[src/rtl/hsj_pkg.sv]
`timescale 1ns / 1ps
// ----------------------------------------------------------------------------
// hsj_pkg
// Types and constants shared by the withstand-test sample judge modules.
// ----------------------------------------------------------------------------
package hsj_pkg;

   localparam int CSR_ADDR_W = 5;
   localparam int CSR_DATA_W = 32;
   localparam int SUM_W      = 22;
   localparam int PROD_W     = 36;
   localparam int RAW_W      = 20;
   localparam int REAL_W     = 37;
   localparam int CNT_W      = 2;

   localparam int LIM_NUM    = 11;
   localparam int LIM_DEN    = 10;
   localparam int LIM_ADD    = 10;
   localparam int SNAP_BELOW = 10;
   localparam int SNAP_ABOVE = 3;
   localparam int SHORT_TIME = 5;
   localparam int OV_TRIP    = 2;
   localparam int LOW_TRIP   = 2;
   localparam int SHORT_VOLT = 1;

   localparam logic [1:0] STAGE_OTHER  = 2'd0;
   localparam logic [1:0] STAGE_RAMP   = 2'd1;
   localparam logic [1:0] STAGE_SWITCH = 2'd2;
   localparam logic [1:0] STAGE_DWELL  = 2'd3;

   localparam logic [2:0] FAIL_NONE  = 3'd0;
   localparam logic [2:0] FAIL_REAL  = 3'd1;
   localparam logic [2:0] FAIL_HIGH  = 3'd2;
   localparam logic [2:0] FAIL_VOLT  = 3'd3;
   localparam logic [2:0] FAIL_SHORT = 3'd4;
   localparam logic [2:0] FAIL_LOW   = 3'd5;

   localparam logic [1:0] VERDICT_NONE = 2'd0;
   localparam logic [1:0] VERDICT_PASS = 2'd1;
   localparam logic [1:0] VERDICT_LOW  = 2'd2;

   localparam logic [2:0] REG_SET_VOLTAGE    = 3'd0;
   localparam logic [2:0] REG_TEST_DURATION  = 3'd1;
   localparam logic [2:0] REG_HIGH_LIMIT     = 3'd2;
   localparam logic [2:0] REG_LOW_LIMIT      = 3'd3;
   localparam logic [2:0] REG_REAL_LIMIT     = 3'd4;
   localparam logic [2:0] REG_CURRENT_OFFSET = 3'd5;
   localparam logic [2:0] REG_VOLT_GAIN      = 3'd6;
   localparam logic [2:0] REG_AMP_GAIN       = 3'd7;

   localparam logic [15:0] RST_HIGH_LIMIT = 16'hFFFF;
   localparam logic [19:0] RST_GAIN       = 20'h10000;

   typedef struct packed {
      logic [15:0]        volt_code;
      logic [15:0]        amp_code;
      logic signed [15:0] phase_cosine;
      logic [1:0]         stage;
      logic [13:0]        elapsed;
      logic               judge_on;
   } hsj_req_type;

   typedef struct packed {
      logic [15:0] voltage_out;
      logic [15:0] current_out;
      logic [15:0] real_current_out;
      logic [2:0]  fail_code;
      logic        stop_high_voltage;
      logic [1:0]  end_verdict;
   } hsj_rsp_type;

   typedef struct packed {
      logic [14:0] set_voltage;
      logic [13:0] test_duration;
      logic [15:0] high_limit;
      logic [15:0] low_limit;
      logic [15:0] real_limit;
      logic [15:0] current_offset;
      logic [19:0] volt_gain;
      logic [19:0] amp_gain;
   } hsj_cfg_type;

   typedef struct packed {
      logic load_in;
      logic mul_en;
      logic real_en;
      logic judge_load;
   } hsj_cmd_type;

   function automatic logic [15:0] sat16(input logic signed [SUM_W-1:0] x);
      logic [15:0] res;
      if (x < 0) begin
         res = 16'd0;
      end else if (x > 65535) begin
         res = 16'hFFFF;
      end else begin
         res = x[15:0];
      end
      return res;
   endfunction

   function automatic logic [CNT_W-1:0] bump(input logic [CNT_W-1:0] c);
      return (c == {CNT_W{1'b1}}) ? c : c + 1'b1;
   endfunction

endpackage

[src/rtl/hipot_sample_judge_core.sv]
`timescale 1ns / 1ps
// ----------------------------------------------------------------------------
// hipot_sample_judge_core
// Per-sample calibration and fault judging for an AC withstand test.
// ----------------------------------------------------------------------------
// Usage: the req channel takes one sample (ADC codes, phase cosine, stage,
// elapsed time, judge enable) per transfer; the rsp channel returns one
// result per sample with calibrated voltage, currents, fail code, stop and
// end verdict. Limits, offsets and gains are set through the APB-style port
// by the user only while no sample is in flight; the block does not enforce it.
// Sequence: the input register takes the sample, then the gain multiplies,
// then the real-current multiply on the scaled current, then the judge
// step that writes the result register. A new sample is taken only once
// the sequencer is idle again, after the judge step of the previous one.
// Reset: registers take their reset values, the debounce counters and the
// fault latch clear and no result is pending.
// Stall: the result register holds while rsp_stall is high; a following
// sample is still accepted and computed, then waits in the judge step with
// req_stall high until the result register is free.
// ----------------------------------------------------------------------------
module hipot_sample_judge_core #(
   parameter int VOLT_CAL_OFFSET = 0,
   parameter int REAL_OFFSET     = 0
) (
   input  logic                             clock,
   input  logic                             reset,
   input  logic                             req_valid,
   output logic                             req_stall,
   input  hsj_pkg::hsj_req_type             req_payload,
   output logic                             rsp_valid,
   input  logic                             rsp_stall,
   output hsj_pkg::hsj_rsp_type             rsp_payload,
   input  logic                             psel,
   input  logic                             penable,
   input  logic                             pwrite,
   input  logic [hsj_pkg::CSR_ADDR_W-1:0]   paddr,
   input  logic [hsj_pkg::CSR_DATA_W-1:0]   pwdata,
   output logic [hsj_pkg::CSR_DATA_W-1:0]   prdata,
   output logic                             pready
);

   hsj_pkg::hsj_cfg_type cfg;
   hsj_pkg::hsj_cmd_type cmd;

   hsj_regs u_regs (
      .clock   (clock),
      .reset   (reset),
      .psel    (psel),
      .penable (penable),
      .pwrite  (pwrite),
      .paddr   (paddr),
      .pwdata  (pwdata),
      .prdata  (prdata),
      .pready  (pready),
      .cfg     (cfg)
   );

   hsj_ctrl u_ctrl (
      .clock     (clock),
      .reset     (reset),
      .req_valid (req_valid),
      .req_stall (req_stall),
      .rsp_valid (rsp_valid),
      .rsp_stall (rsp_stall),
      .cmd       (cmd)
   );

   hsj_datapath #(
      .VOLT_CAL_OFFSET (VOLT_CAL_OFFSET),
      .REAL_OFFSET     (REAL_OFFSET)
   ) u_datapath (
      .clock       (clock),
      .reset       (reset),
      .cmd         (cmd),
      .cfg         (cfg),
      .req_payload (req_payload),
      .rsp_payload (rsp_payload)
   );

endmodule

[src/rtl/hsj_regs.sv]
`timescale 1ns / 1ps
// ----------------------------------------------------------------------------
// hsj_regs
// Configuration register file behind the APB-style port.
// ----------------------------------------------------------------------------
module hsj_regs (
   input  logic                             clock,
   input  logic                             reset,
   input  logic                             psel,
   input  logic                             penable,
   input  logic                             pwrite,
   input  logic [hsj_pkg::CSR_ADDR_W-1:0]   paddr,
   input  logic [hsj_pkg::CSR_DATA_W-1:0]   pwdata,
   output logic [hsj_pkg::CSR_DATA_W-1:0]   prdata,
   output logic                             pready,
   output hsj_pkg::hsj_cfg_type             cfg
);

   hsj_pkg::hsj_cfg_type cfg_ff;
   hsj_pkg::hsj_cfg_type cfg_in;
   logic [2:0]           index;
   logic                 wr_en;

   assign index  = paddr[4:2];
   assign wr_en  = psel && penable && pwrite;
   assign pready = 1'b1;
   assign cfg    = cfg_ff;

   always_comb begin
      cfg_in = cfg_ff;
      if (wr_en) begin
         unique case (index)
            hsj_pkg::REG_SET_VOLTAGE:    cfg_in.set_voltage    = pwdata[14:0];
            hsj_pkg::REG_TEST_DURATION:  cfg_in.test_duration  = pwdata[13:0];
            hsj_pkg::REG_HIGH_LIMIT:     cfg_in.high_limit     = pwdata[15:0];
            hsj_pkg::REG_LOW_LIMIT:      cfg_in.low_limit      = pwdata[15:0];
            hsj_pkg::REG_REAL_LIMIT:     cfg_in.real_limit     = pwdata[15:0];
            hsj_pkg::REG_CURRENT_OFFSET: cfg_in.current_offset = pwdata[15:0];
            hsj_pkg::REG_VOLT_GAIN:      cfg_in.volt_gain      = pwdata[19:0];
            hsj_pkg::REG_AMP_GAIN:       cfg_in.amp_gain       = pwdata[19:0];
         endcase
      end
   end

   always_comb begin
      unique case (index)
         hsj_pkg::REG_SET_VOLTAGE:    prdata = 32'(cfg_ff.set_voltage);
         hsj_pkg::REG_TEST_DURATION:  prdata = 32'(cfg_ff.test_duration);
         hsj_pkg::REG_HIGH_LIMIT:     prdata = 32'(cfg_ff.high_limit);
         hsj_pkg::REG_LOW_LIMIT:      prdata = 32'(cfg_ff.low_limit);
         hsj_pkg::REG_REAL_LIMIT:     prdata = 32'(cfg_ff.real_limit);
         hsj_pkg::REG_CURRENT_OFFSET: prdata = 32'(cfg_ff.current_offset);
         hsj_pkg::REG_VOLT_GAIN:      prdata = 32'(cfg_ff.volt_gain);
         hsj_pkg::REG_AMP_GAIN:       prdata = 32'(cfg_ff.amp_gain);
      endcase
   end

   always_ff @(posedge clock) begin
      if (reset) begin
         cfg_ff.set_voltage    <= '0;
         cfg_ff.test_duration  <= '0;
         cfg_ff.high_limit     <= hsj_pkg::RST_HIGH_LIMIT;
         cfg_ff.low_limit      <= '0;
         cfg_ff.real_limit     <= '0;
         cfg_ff.current_offset <= '0;
         cfg_ff.volt_gain      <= hsj_pkg::RST_GAIN;
         cfg_ff.amp_gain       <= hsj_pkg::RST_GAIN;
      end else begin
         cfg_ff <= cfg_in;
      end
   end

endmodule

[src/rtl/hsj_ctrl.sv]
`timescale 1ns / 1ps
// ----------------------------------------------------------------------------
// hsj_ctrl
// Sequencer: accept, scale, real current and snap, judge and hand off.
// ----------------------------------------------------------------------------
module hsj_ctrl (
   input  logic                 clock,
   input  logic                 reset,
   input  logic                 req_valid,
   output logic                 req_stall,
   output logic                 rsp_valid,
   input  logic                 rsp_stall,
   output hsj_pkg::hsj_cmd_type cmd
);

   typedef enum logic [1:0] {
      ST_IDLE,
      ST_MUL,
      ST_REAL,
      ST_JUDGE
   } state_type;

   state_type state_ff;
   state_type state_in;
   logic      rsp_valid_ff;
   logic      rsp_valid_in;
   logic      judge_load;

   assign req_stall  = (state_ff != ST_IDLE);
   assign rsp_valid  = rsp_valid_ff;
   assign judge_load = (state_ff == ST_JUDGE) && (!rsp_valid_ff || !rsp_stall);

   assign cmd.load_in    = (state_ff == ST_IDLE) && req_valid;
   assign cmd.mul_en     = (state_ff == ST_MUL);
   assign cmd.real_en    = (state_ff == ST_REAL);
   assign cmd.judge_load = judge_load;

   always_comb begin
      unique case (state_ff)
         ST_IDLE:  state_in = req_valid ? ST_MUL : ST_IDLE;
         ST_MUL:   state_in = ST_REAL;
         ST_REAL:  state_in = ST_JUDGE;
         ST_JUDGE: state_in = judge_load ? ST_IDLE : ST_JUDGE;
         default:  state_in = ST_IDLE;
      endcase
   end

   always_comb begin
      priority if (judge_load) begin
         rsp_valid_in = 1'b1;
      end else if (!rsp_stall) begin
         rsp_valid_in = 1'b0;
      end else begin
         rsp_valid_in = rsp_valid_ff;
      end
   end

   always_ff @(posedge clock) begin
      if (reset) begin
         state_ff     <= ST_IDLE;
         rsp_valid_ff <= 1'b0;
      end else begin
         state_ff     <= state_in;
         rsp_valid_ff <= rsp_valid_in;
      end
   end

   // a result only appears out of the judge step
   a_valid_from_judge: assert property (@(posedge clock) disable iff (reset)
      $rose(rsp_valid_ff) |-> $past(state_ff == ST_JUDGE))
      else $error("result valid without judge step");

   // work starts only from an input transfer
   a_mul_after_transfer: assert property (@(posedge clock) disable iff (reset)
      (state_ff == ST_MUL) |-> $past(req_valid && !req_stall))
      else $error("sequencer left idle without a transfer");

endmodule

[src/rtl/hsj_datapath.sv]
`timescale 1ns / 1ps
// ----------------------------------------------------------------------------
// hsj_datapath
// Gain scaling, real current, voltage snap, saturation and fault judging.
// ----------------------------------------------------------------------------
module hsj_datapath #(
   parameter int VOLT_CAL_OFFSET = 0,
   parameter int REAL_OFFSET     = 0
) (
   input  logic                 clock,
   input  logic                 reset,
   input  hsj_pkg::hsj_cmd_type cmd,
   input  hsj_pkg::hsj_cfg_type cfg,
   input  hsj_pkg::hsj_req_type req_payload,
   output hsj_pkg::hsj_rsp_type rsp_payload
);

   localparam int SUM_W  = hsj_pkg::SUM_W;
   localparam int PROD_W = hsj_pkg::PROD_W;
   localparam int RAW_W  = hsj_pkg::RAW_W;
   localparam int REAL_W = hsj_pkg::REAL_W;
   localparam int CNT_W  = hsj_pkg::CNT_W;
   localparam logic signed [SUM_W-1:0] VOLT_OFS = SUM_W'(VOLT_CAL_OFFSET);
   localparam logic [15:0]             REAL_OFS = REAL_OFFSET[15:0];

   hsj_pkg::hsj_req_type         in_ff;
   logic [PROD_W-1:0]            volt_prod_ff;
   logic [PROD_W-1:0]            amp_prod_ff;
   logic signed [REAL_W-1:0]     real_prod_in;
   logic signed [REAL_W-1:0]     real_prod_ff;
   logic [15:0]                  volt_out_in;
   logic [15:0]                  volt_out_ff;
   hsj_pkg::hsj_rsp_type         out_in;
   hsj_pkg::hsj_rsp_type         out_ff;

   logic [CNT_W-1:0]             over_volt_count_ff;
   logic [CNT_W-1:0]             over_volt_count_in;
   logic [CNT_W-1:0]             under_current_count_ff;
   logic [CNT_W-1:0]             under_current_count_in;
   logic                         fault_latched_ff;
   logic                         fault_latched_in;

   logic [RAW_W-1:0]             volt_raw;
   logic [RAW_W-1:0]             amp_raw;
   logic signed [RAW_W:0]        amp_raw_s;
   logic signed [SUM_W-1:0]      v_cal;
   logic signed [SUM_W-1:0]      v_snap;
   logic signed [SUM_W-1:0]      sv_s;
   logic [RAW_W-1:0]             real_pos;
   logic signed [SUM_W-1:0]      real_diff;
   logic signed [SUM_W-1:0]      cur_diff;
   logic [15:0]                  cur_out;
   logic [15:0]                  real_out;
   logic [19:0]                  volt_x_den;
   logic [19:0]                  set_x_num;
   logic                         over_lim;
   logic                         under_half;
   logic                         at_end;
   logic                         short_cond;
   logic                         active;
   logic [2:0]                   fail;
   logic [1:0]                   verdict;

   // scaling and real current
   assign volt_raw  = volt_prod_ff[PROD_W-1:16];
   assign amp_raw   = amp_prod_ff[PROD_W-1:16];
   assign amp_raw_s = $signed({1'b0, amp_raw});
   assign sv_s      = $signed({{(SUM_W-15){1'b0}}, cfg.set_voltage});

   always_comb begin
      if (cfg.real_limit != 16'd0) begin
         real_prod_in = amp_raw_s * signed'(in_ff.phase_cosine);
      end else begin
         real_prod_in = '0;
      end
   end

   always_comb begin
      if (in_ff.volt_code == 16'd0) begin
         v_cal = '0;
      end else begin
         v_cal = $signed({{(SUM_W-RAW_W){1'b0}}, volt_raw}) + VOLT_OFS;
      end
      v_snap = v_cal;
      if (in_ff.stage == hsj_pkg::STAGE_DWELL) begin
         if (v_cal <= sv_s) begin
            if (v_cal + hsj_pkg::SNAP_BELOW > sv_s) begin
               v_snap = sv_s;
            end
         end else if (sv_s + hsj_pkg::SNAP_ABOVE > v_cal) begin
            v_snap = sv_s;
         end
      end
      volt_out_in = hsj_pkg::sat16(v_snap);
   end

   // saturated outputs and judge conditions
   assign real_pos  = (real_prod_ff > 0) ? real_prod_ff[RAW_W+14:15] : '0;
   assign real_diff = $signed({{(SUM_W-RAW_W){1'b0}}, real_pos})
                      - $signed({{(SUM_W-16){1'b0}}, REAL_OFS});
   assign cur_diff  = $signed({{(SUM_W-RAW_W){1'b0}}, amp_raw})
                      - $signed({{(SUM_W-16){1'b0}}, cfg.current_offset});
   assign cur_out   = hsj_pkg::sat16(cur_diff);
   assign real_out  = hsj_pkg::sat16(real_diff);

   // v > set*11/10 + 10 without a divider: 10*v > 11*set + 100
   assign volt_x_den = 20'(volt_out_ff) * 20'(hsj_pkg::LIM_DEN);
   assign set_x_num  = 20'(cfg.set_voltage) * 20'(hsj_pkg::LIM_NUM)
                       + 20'(hsj_pkg::LIM_ADD * hsj_pkg::LIM_DEN);
   assign over_lim   = volt_x_den > set_x_num;
   assign under_half = volt_out_ff < {1'b0, cfg.set_voltage[14:1]};
   assign at_end     = (cfg.test_duration != 14'd0)
                       && (({1'b0, in_ff.elapsed} + 15'd1) >= {1'b0, cfg.test_duration});
   assign short_cond = ((in_ff.elapsed >= 14'(hsj_pkg::SHORT_TIME))
                        || (in_ff.elapsed == cfg.test_duration))
                       && (volt_out_ff < 16'(hsj_pkg::SHORT_VOLT));
   assign active     = in_ff.judge_on && !fault_latched_ff;

   always_comb begin
      fail                   = hsj_pkg::FAIL_NONE;
      verdict                = hsj_pkg::VERDICT_NONE;
      over_volt_count_in     = over_volt_count_ff;
      under_current_count_in = under_current_count_ff;
      fault_latched_in       = in_ff.judge_on ? fault_latched_ff : 1'b0;
      if (active) begin
         priority if ((cfg.real_limit != 16'd0) && (real_out > cfg.real_limit)) begin
            fail = hsj_pkg::FAIL_REAL;
         end else if (cur_out > cfg.high_limit) begin
            fail = hsj_pkg::FAIL_HIGH;
         end else if ((in_ff.stage == hsj_pkg::STAGE_RAMP)
                      || (in_ff.stage == hsj_pkg::STAGE_SWITCH)) begin
            if (over_lim) begin
               over_volt_count_in = hsj_pkg::bump(over_volt_count_ff);
               if (over_volt_count_in > CNT_W'(hsj_pkg::OV_TRIP)) begin
                  fail = hsj_pkg::FAIL_VOLT;
               end
            end else begin
               over_volt_count_in = '0;
            end
         end else if (in_ff.stage == hsj_pkg::STAGE_DWELL) begin
            if (short_cond) begin
               fail = hsj_pkg::FAIL_SHORT;
            end else if (!at_end && (under_half || over_lim)) begin
               fail = hsj_pkg::FAIL_VOLT;
            end
            if (fail == hsj_pkg::FAIL_NONE) begin
               if (cur_out < cfg.low_limit) begin
                  under_current_count_in = hsj_pkg::bump(under_current_count_ff);
                  if (under_current_count_in >= CNT_W'(hsj_pkg::LOW_TRIP)) begin
                     fail = hsj_pkg::FAIL_LOW;
                  end
               end else begin
                  under_current_count_in = '0;
               end
            end
            if ((fail == hsj_pkg::FAIL_NONE) && at_end) begin
               verdict = (cur_out < cfg.low_limit) ? hsj_pkg::VERDICT_LOW
                                                   : hsj_pkg::VERDICT_PASS;
            end
         end
         if (fail != hsj_pkg::FAIL_NONE) begin
            fault_latched_in = 1'b1;
         end
      end
   end

   always_comb begin
      out_in.voltage_out       = volt_out_ff;
      out_in.current_out       = cur_out;
      out_in.real_current_out  = real_out;
      out_in.fail_code         = fail;
      out_in.stop_high_voltage = (fail != hsj_pkg::FAIL_NONE);
      out_in.end_verdict       = verdict;
   end

   assign rsp_payload = out_ff;

   always_ff @(posedge clock) begin
      if (cmd.load_in) begin
         in_ff <= req_payload;
      end
      if (cmd.mul_en) begin
         volt_prod_ff <= in_ff.volt_code * cfg.volt_gain;
         amp_prod_ff  <= in_ff.amp_code * cfg.amp_gain;
      end
      if (cmd.real_en) begin
         real_prod_ff <= real_prod_in;
         volt_out_ff  <= volt_out_in;
      end
      if (cmd.judge_load) begin
         out_ff <= out_in;
      end
   end

   always_ff @(posedge clock) begin
      if (reset) begin
         over_volt_count_ff     <= '0;
         under_current_count_ff <= '0;
         fault_latched_ff       <= 1'b0;
      end else if (cmd.judge_load) begin
         over_volt_count_ff     <= over_volt_count_in;
         under_current_count_ff <= under_current_count_in;
         fault_latched_ff       <= fault_latched_in;
      end
   end

   a_stop_matches_fail: assert property (@(posedge clock) disable iff (reset)
      cmd.judge_load |=> (out_ff.stop_high_voltage == (out_ff.fail_code != hsj_pkg::FAIL_NONE)))
      else $error("stop and fail code disagree");

   a_latch_set_by_fault: assert property (@(posedge clock) disable iff (reset)
      $rose(fault_latched_ff) |-> ($past(cmd.judge_load) && out_ff.stop_high_voltage))
      else $error("fault latch set without a stop");

   a_verdict_without_fail: assert property (@(posedge clock) disable iff (reset)
      cmd.judge_load |=> ((out_ff.end_verdict == hsj_pkg::VERDICT_NONE)
                          || (out_ff.fail_code == hsj_pkg::FAIL_NONE)))
      else $error("end verdict given together with a fault");

endmodule
[config.mk]
export PLATFORM = sky130hd
export DESIGN_NAME = hipot_sample_judge_core
export DESIGN_NICKNAME = d
export VERILOG_FILES = /design/src/rtl/hsj_pkg.sv /design/src/rtl/hipot_sample_judge_core.sv /design/src/rtl/hsj_regs.sv /design/src/rtl/hsj_ctrl.sv /design/src/rtl/hsj_datapath.sv
export SDC_FILE = /design/constraint.sdc
export NUM_CORES = 2
export LEC_CHECK = 0
export BUFFER_PORTS_ARGS = -buffer_cell sky130_fd_sc_hd__buf_4
export CAP_MARGIN = 20
export CORE_ASPECT_RATIO = 0.9
export CORE_MARGIN = 3
export CORE_UTILIZATION = 25
export CTS_CLUSTER_DIAMETER = 40
export CTS_CLUSTER_SIZE = 20
export DETAILED_ROUTE_END_ITERATION = 6
export PLACE_DENSITY = 0.43
export SLEW_MARGIN = 0
export SYNTH_ARGS = -nofsm -noshare
export SYNTH_HDL_FRONTEND = slang
export SYNTH_SLANG_ARGS = --single-unit
[constraint.sdc]
create_clock -name clock -period 6.1 [get_ports clock]
set_input_delay 0.61 -clock clock [delete_from_list [all_inputs] [get_ports clock]]
set_output_delay 0.61 -clock clock [all_outputs]
set_load 0.01 [all_outputs]
### Word level (Yosys, flattened, before mapping)

Index checks and enable logic that the tools add are counted.

* $mul: 5
* equal/unequal tests: 17
* multiplexer cells: 48
* order comparisons: 20
* add/sub/neg operators: 7
* reduce and logical (&&, ||, !) cells: 39
* bitwise gates (word level): 6

Operator list (number)
* one-hot mux 32 bit (8 select lines): 1
* two-way mux 16 bit: 5
* two-way mux 20 bit: 4
* multiplier 16 x 20 -> 36 bit: 2
* two-way mux 3 bit: 21
* two-way mux 22 bit: 2
* greater-than comparator 37 x 1 -> 1 bit (second input constant): 1
* multiplier 21 x 16 -> 37 bit: 1
* greater-than comparator 16 bit: 2
* greater-than comparator 32 x 16 -> 1 bit: 1
* greater-than comparator 32 x 21 -> 1 bit: 1
* greater-than comparator 22 x 17 -> 1 bit (second input constant): 1
* < comparator 22 x 1 -> 1 bit (second input constant): 1
* adder 20 x 4 -> 21 bit (second input constant): 1
* greater-than comparator 21 x 17 -> 1 bit (second input constant): 1
* < comparator 21 x 1 -> 1 bit (second input constant): 1
* subtractor 20 x 16 -> 21 bit: 1
* adder 19 x 7 -> 20 bit (second input constant): 1
* greater-than comparator 20 x 16 -> 1 bit (second input constant): 1
* greater-than comparator 20 bit: 1
* <= comparator 20 x 15 -> 1 bit: 1
* < comparator 20 x 1 -> 1 bit (second input constant): 1
* multiplier 15 x 4 -> 19 bit (second input constant): 1
* multiplier 16 x 3 -> 19 bit (second input constant): 1
* other kinds (35): 88

* register bits: 385
* output and inout port bits: 89
* input port bits: 109

### Logic depth before layout (Yosys ltp)

* depth in word-level cells: 28
* depth in mapped cells: 28

### Modules after synthesis

Synthesis repeated with hierarchy kept, for this count alone.

* cells, all modules: 5595
* area, all modules: 51249.2 um^2

By module, submodules not included
* hsj_datapath: area an instance 45055.7 um^2, cells an instance 4828, seq. area each 6466.2 um^2, times used 1
* hsj_regs: area an instance 6044.5 um^2, cells an instance 749, seq. area each 2662.6 um^2, times used 1
* hsj_ctrl: area an instance 148.9 um^2, cells an instance 18, seq. area each 60.1 um^2, times used 1

### Worst setup path before layout

Ideal clock, no wire load.

* path kind: reg-to-reg
* start: register u_regs.cfg_ff, in the netlist u_regs.cfg[10]
* end: register u_datapath.amp_prod_ff[25] (data pin)
* data arrival time: 6.244 ns
* path buffers: 2
* setup slack: -0.402 ns
* stages on the path, launching flop included: 24
* cell sequence: dfxtp_1 -> clkbuf_1 -> clkbuf_1 -> nand2_1 -> fa_1 -> inv_1 -> fa_1 -> inv_1 -> fa_1 -> fa_1 -> fa_1 -> inv_1 -> fa_1 -> ha_1 -> a211oi_1 -> nand2_1 -> a2111oi_0 -> a21oi_1 -> a21boi_0 -> o21bai_1 -> a21oi_1 -> o21bai_1 -> a21oi_1 -> xnor2_1

* cells in the longest elaborated chain, start to end: 1

RTL lines
* start: declaration: line hsj_regs.sv:19 `hsj_pkg::hsj_cfg_type cfg_ff;`
* start signal: assignment: line hsj_regs.sv:69 `cfg_ff <= cfg_in;`
* multiplier 16 x 20 -> 36 bit: line hsj_datapath.sv:184 `amp_prod_ff <= in_ff.amp_code * cfg.amp_gain;`
* end signal: assignment: line hsj_datapath.sv:184
* end: declaration: line hsj_datapath.sv:28 `logic [PROD_W-1:0] amp_prod_ff;`

Every way passes these cells.
A chain may end at the register's enable or synchronous reset.

### Worst setup path in the final report

* start: register u_datapath.in_ff[19] in the netlist's numbering
* end: register u_datapath.real_prod_ff[36] (data pin)

* cells in the longest elaborated chain, start to end: 1

RTL lines
* start: declaration: line hsj_datapath.sv:26 `hsj_pkg::hsj_req_type in_ff;`
* start signal: assignment: line hsj_datapath.sv:180 `in_ff <= req_payload;`
* multiplier 21 x 16 -> 37 bit: line hsj_datapath.sv:72 `real_prod_in = amp_raw_s * signed'(in_ff.phase_cosine);`
* end signal: assignment: line hsj_datapath.sv:187 `real_prod_ff <= real_prod_in;`
* end: declaration: line hsj_datapath.sv:30 `logic signed [REAL_W-1:0] real_prod_ff;`

Every way passes these cells.

==> results by group <==
Outcome
  • Status: complete, but fails checks
  • Failing checks: setup timing

GRT
  • Gr usage total: 0.170
  • Vias in the first global route: 42538
  • Largest net degree at the start of global routing: 56
  • Gr ovfl total: 0
  • Initial antenna violation count: 11
  • First-pass GRT wire length: 269000 um

Min path
  • Worst min-delay path category: in2reg
  • Worst Hold End: u_datapath.in_ff[5]
  • Hold path depth: 1
  • Min-delay src: req_payload[5]

Floorplan
  • Row cnt: 156
  • Initial Utilization: 0.252
  • Die Ht: 434 um
  • Core area: 0.201 mm2
  • I/O pins: 198
  • Die area: 0.209 mm2
  • Die X: 481 um

Final layout
  • Area grow syn2layout: 27.4%
  • Net count, final: 7656
  • Layout cells sized above 1: 0.199
  • Fillers: 21037
  • Finished Layout Cells: 8986

Logic synthesis
  • Async SR Flop Fraction: 0
  • Synth warn: 0
  • Seq/Total Area, Yosys: 0.181
  • Post-synth cell types: 83
  • Syn Inst Count: 5622
  • EDFF count, synth: 212
  • Synth Register Bits: 353
  • Post-synth top flop: edfxtp_1
  • Syn_area_per_cell: 9.04 um2
  • Post-Synthesis Cell Area: 0.0508 mm2

Routing
  • Vias/cell: 4.48
  • # DRC: 0
  • Final antenna-violating net count: 0
  • Post-Route WL: 177000 um
  • Initial DRC count: 2584
  • WL/cell: 19.7 um
  • Via Count: 40238
  • First-pass iteration count of the detailed router: 5

STA
  • # setup viols final: 19
  • RSZ-0062 raised after global routing: true
  • Max Fclk: 159 MHz
  • Hold Slack: 0.0575 ns
  • Final hold vios: 0
  • Final min period: 6.28 ns
  • Max_slew headroom: 0.332
  • Worst setup margin: -0.181 ns
  • Actual slew at the worst max-slew pin: 0.996 ns
  • Setup Skew: 0.0543 ns
  • Max Transition Viols Final: 0
  • Fin crit share: 1.03

Setup path
  • Setup crit end kind: flip-flop
  • R2r startpoint: u_datapath.in_ff[19]
  • Crit path required time: 6.55 ns
  • CP Launch Type: flip-flop
  • RR Endpoint: u_datapath.real_prod_ff[36]
  • Crit path DAT: 6.73 ns
  • CP max FO: 6
  • Reg2reg setup slack: -0.18 ns
  • WS Path Type: reg2reg
  • Worst-case reg-to-reg path depth: 25

Clocking
  • CTS tree: done
  • H-tree depth: 3
  • Num CTS Buffers: 99
  • CTS root buffer: clkbuf_16
  • Clk slew on worst S/H paths: 0.05 ns
  • TritonCTS sink count: 353
  • Clock Path Buffers: 3
  • Clk_lat worst skew: 0.73 ns

Power
  • Sw frac: 0.418
  • VDD IR max: 0.00117 V
  • Sequential share of power: 0.110
  • NetSw: 10.9 mW
  • Combinational share of power: 0.669
  • Cell Pwr Density: 403 mW/mm2
  • LEAKAGE: 29.5 nW
  • Internal power: 15.2 mW
  • Clock share of power: 0.221

Placed design
  • Post-DP HPWL: 144000 um
  • RePlAce Congestion: 0.872
  • Buffers added on ports: 170
  • Placed cells: 8709

Job
  • Max Cap Viol: 0
## stage by stage
step | setup TNS, ns | utilization | area (um2) | total power [mW] | setup WS, ns
2_1_floorplan | 0 | - | 51000 | 11.4 | 0.00189
3_3_place_gp | -10.30 | 0.291 | 58700 | 16.8 | -0.544
3_5_place_dp | -10.83 | 0.292 | 58700 | 16.8 | -0.477
4_1_cts | -1.45 | 0.316 | 63600 | 24.4 | -0.195
5_1_grt | -7.19 | 0.321 | 64700 | 28.3 | -0.390
6_report | -1.45 | 0.321 | 64700 | 26.1 | -0.181
## flip-flops by register name (all words and copies together) (netlist names), 16 cells and up
register,cells
u_regs.cfg,133
u_datapath.in_ff,65
u_datapath.rsp_payload,54
u_datapath.real_prod_ff,37
u_datapath.amp_prod_ff,20
u_datapath.volt_prod_ff,20
u_datapath.volt_out_ff,16
## cell usage in the layout (no fill, tap or decap), types with 21 or more instances in the layout
master     instances
clkbuf_16        108
ha_1             552
o21ai_0           81
and2_1           296
mux2i_1           23
a21oi_1          239
nand2_2           25
nand4_1           48
buf_6             64
nand2_1          956
buf_12            36
nor3_1            29
inv_1            942
o21a_1            40
dfxtp_1          117
nand2b_1          28
nor4_1            32
xor2_1            59
fa_1             734
a21o_1            71
inv_2             36
nor2b_1           39
a21oi_2           27
nor2_1           171
fa_2              30
a221oi_1          21
xnor2_1           91
a211o_1           23
nand3_1           53
buf_4            657
edfxtp_1         212
## worst max-delay path: stages, from the launching register on
cell	delay [ns]
edfxtp_1	0.40
buf_6	0.14
buf_8	0.12
nand2_4	0.05
fa_1	0.55
inv_2	0.04
fa_1	0.55
inv_2	0.04
fa_1	0.52
inv_2	0.05
fa_2	0.56
inv_2	0.04
fa_2	0.52
inv_2	0.04
fa_2	0.43
ha_4	0.20
a21o_1	0.18
a21oi_2	0.18
o21ai_2	0.10
a21oi_2	0.22
a21oi_4	0.10
o41ai_4	0.35
o21ai_2	0.14
a221oi_2	0.28
xnor2_1	0.16
nor2_1	0.06
## layout make-up
class	count	area [um2]	area share
Clock buffer	117	2800	0.0432
Antenna cell	5	12.5	0.000193
Clock inverter	69	931	0.0144
Timing Repair Buffer	773	6590	0.102
Tap cell	2686	3360	0.0519
Sequential cell	353	9230	0.143
Inverter	979	3670	0.0568
Multi-Input combinational cell	4004	38100	0.589
## how the worst max path moves through the flow
stage	startpoint	endpoint	slack, ns	cells past startpoint
finish	u_datapath.in_ff[19]	u_datapath.real_prod_ff[36]	-0.18	25
global route	u_datapath.in_ff[19]	u_datapath.real_prod_ff[36]	-0.39	24
CTS	u_datapath.in_ff[50]	u_datapath.volt_prod_ff[29]	-0.19	26
detailed placement	u_datapath.in_ff[19]	u_datapath.real_prod_ff[33]	-0.48	23
global placement	u_datapath.in_ff[19]	u_datapath.real_prod_ff[33]	-0.54	23
floorplan	u_regs.cfg[8]	u_datapath.amp_prod_ff[34]	0.002	24
## cells in the mapped netlist (5+ instances only)
cell type	number	area [um2]
nor2b_1	41	257
o22a_1	19	166
clkbuf_1	263	987
nor3_1	38	190
edfxtp_1	212	6370
nand2_1	993	3730
o21a_1	41	308
o21ai_1	5	25.0
and3_1	19	119
and4_1	8	70.1
or3_1	6	37.5
a211o_1	23	201
mux2i_1	23	230
a2111oi_0	8	70.1
nand3_1	55	275
a31oi_1	15	93.8
clkbuf_2	14	70.1
a22o_1	10	87.6
nor2_1	180	676
inv_1	978	3670
o211ai_1	10	75.1
nor4_1	34	213
nand4_1	48	300
dfxtp_1	141	2820
buf_4	13	97.6
o21bai_1	18	135
a221oi_1	24	210
and2_1	307	1920
o31ai_1	5	37.5
ha_1	573	7170
xor2_1	60	526
fa_1	764	15300
a21oi_1	271	1360
o21ai_0	94	470
nand2b_1	28	175
a41oi_1	6	52.6
a211oi_1	15	113
xnor2_1	101	885
a21boi_0	5	37.5
or4_1	5	37.5
or2_2	6	37.5
o41ai_1	5	43.8
a21o_1	71	533
## logic make-up after synthesis
group | after synthesis | share of synthesized area
XOR/XNOR | 161 | 0.0277
adder cells (fa/ha/maj) | 1337 | 0.442
other | 2 | 0.000148
buffers and inverters | 1276 | 0.0956
multiplexers | 28 | 0.00652
AO/OA/AOI/OAI | 680 | 0.0861
flip-flops | 353 | 0.181
AND/OR/NAND/NOR | 1785 | 0.161
## routing by layer
layer / track usage / share of wire / vias up
li1: - / - / 19001
met1: 0.244 / 0.48 / 20136
met2: 0.268 / 0.45 / 922
met3: 0.0215 / 0.048 / 179
met4: 0.0482 / 0.027 / 0
met5: 0 / 0 / -
## what timing repair did
item                                   in CTS  in global routing
hold buffers                                6                  0
endpoints found under the hold margin       6                  0
setup buffers                              45                 41
pin swaps                                 145                123
gates resized for setup                   183                222
setup endpoints to repair                  52                 56
## power by group through the flow
stage                     combinational, mW  clock, mW  sequential (mW)
after CTS                              15.6       5.90             2.86
after detailed placement               13.9          0             2.91
final                                  17.4       5.77             2.86
after global placement                 13.9          0             2.91
after floorplan                        8.53          0             2.85
after global routing                   19.4       6.02             2.87
No activity file was read; power rests on OpenSTA's default activity.
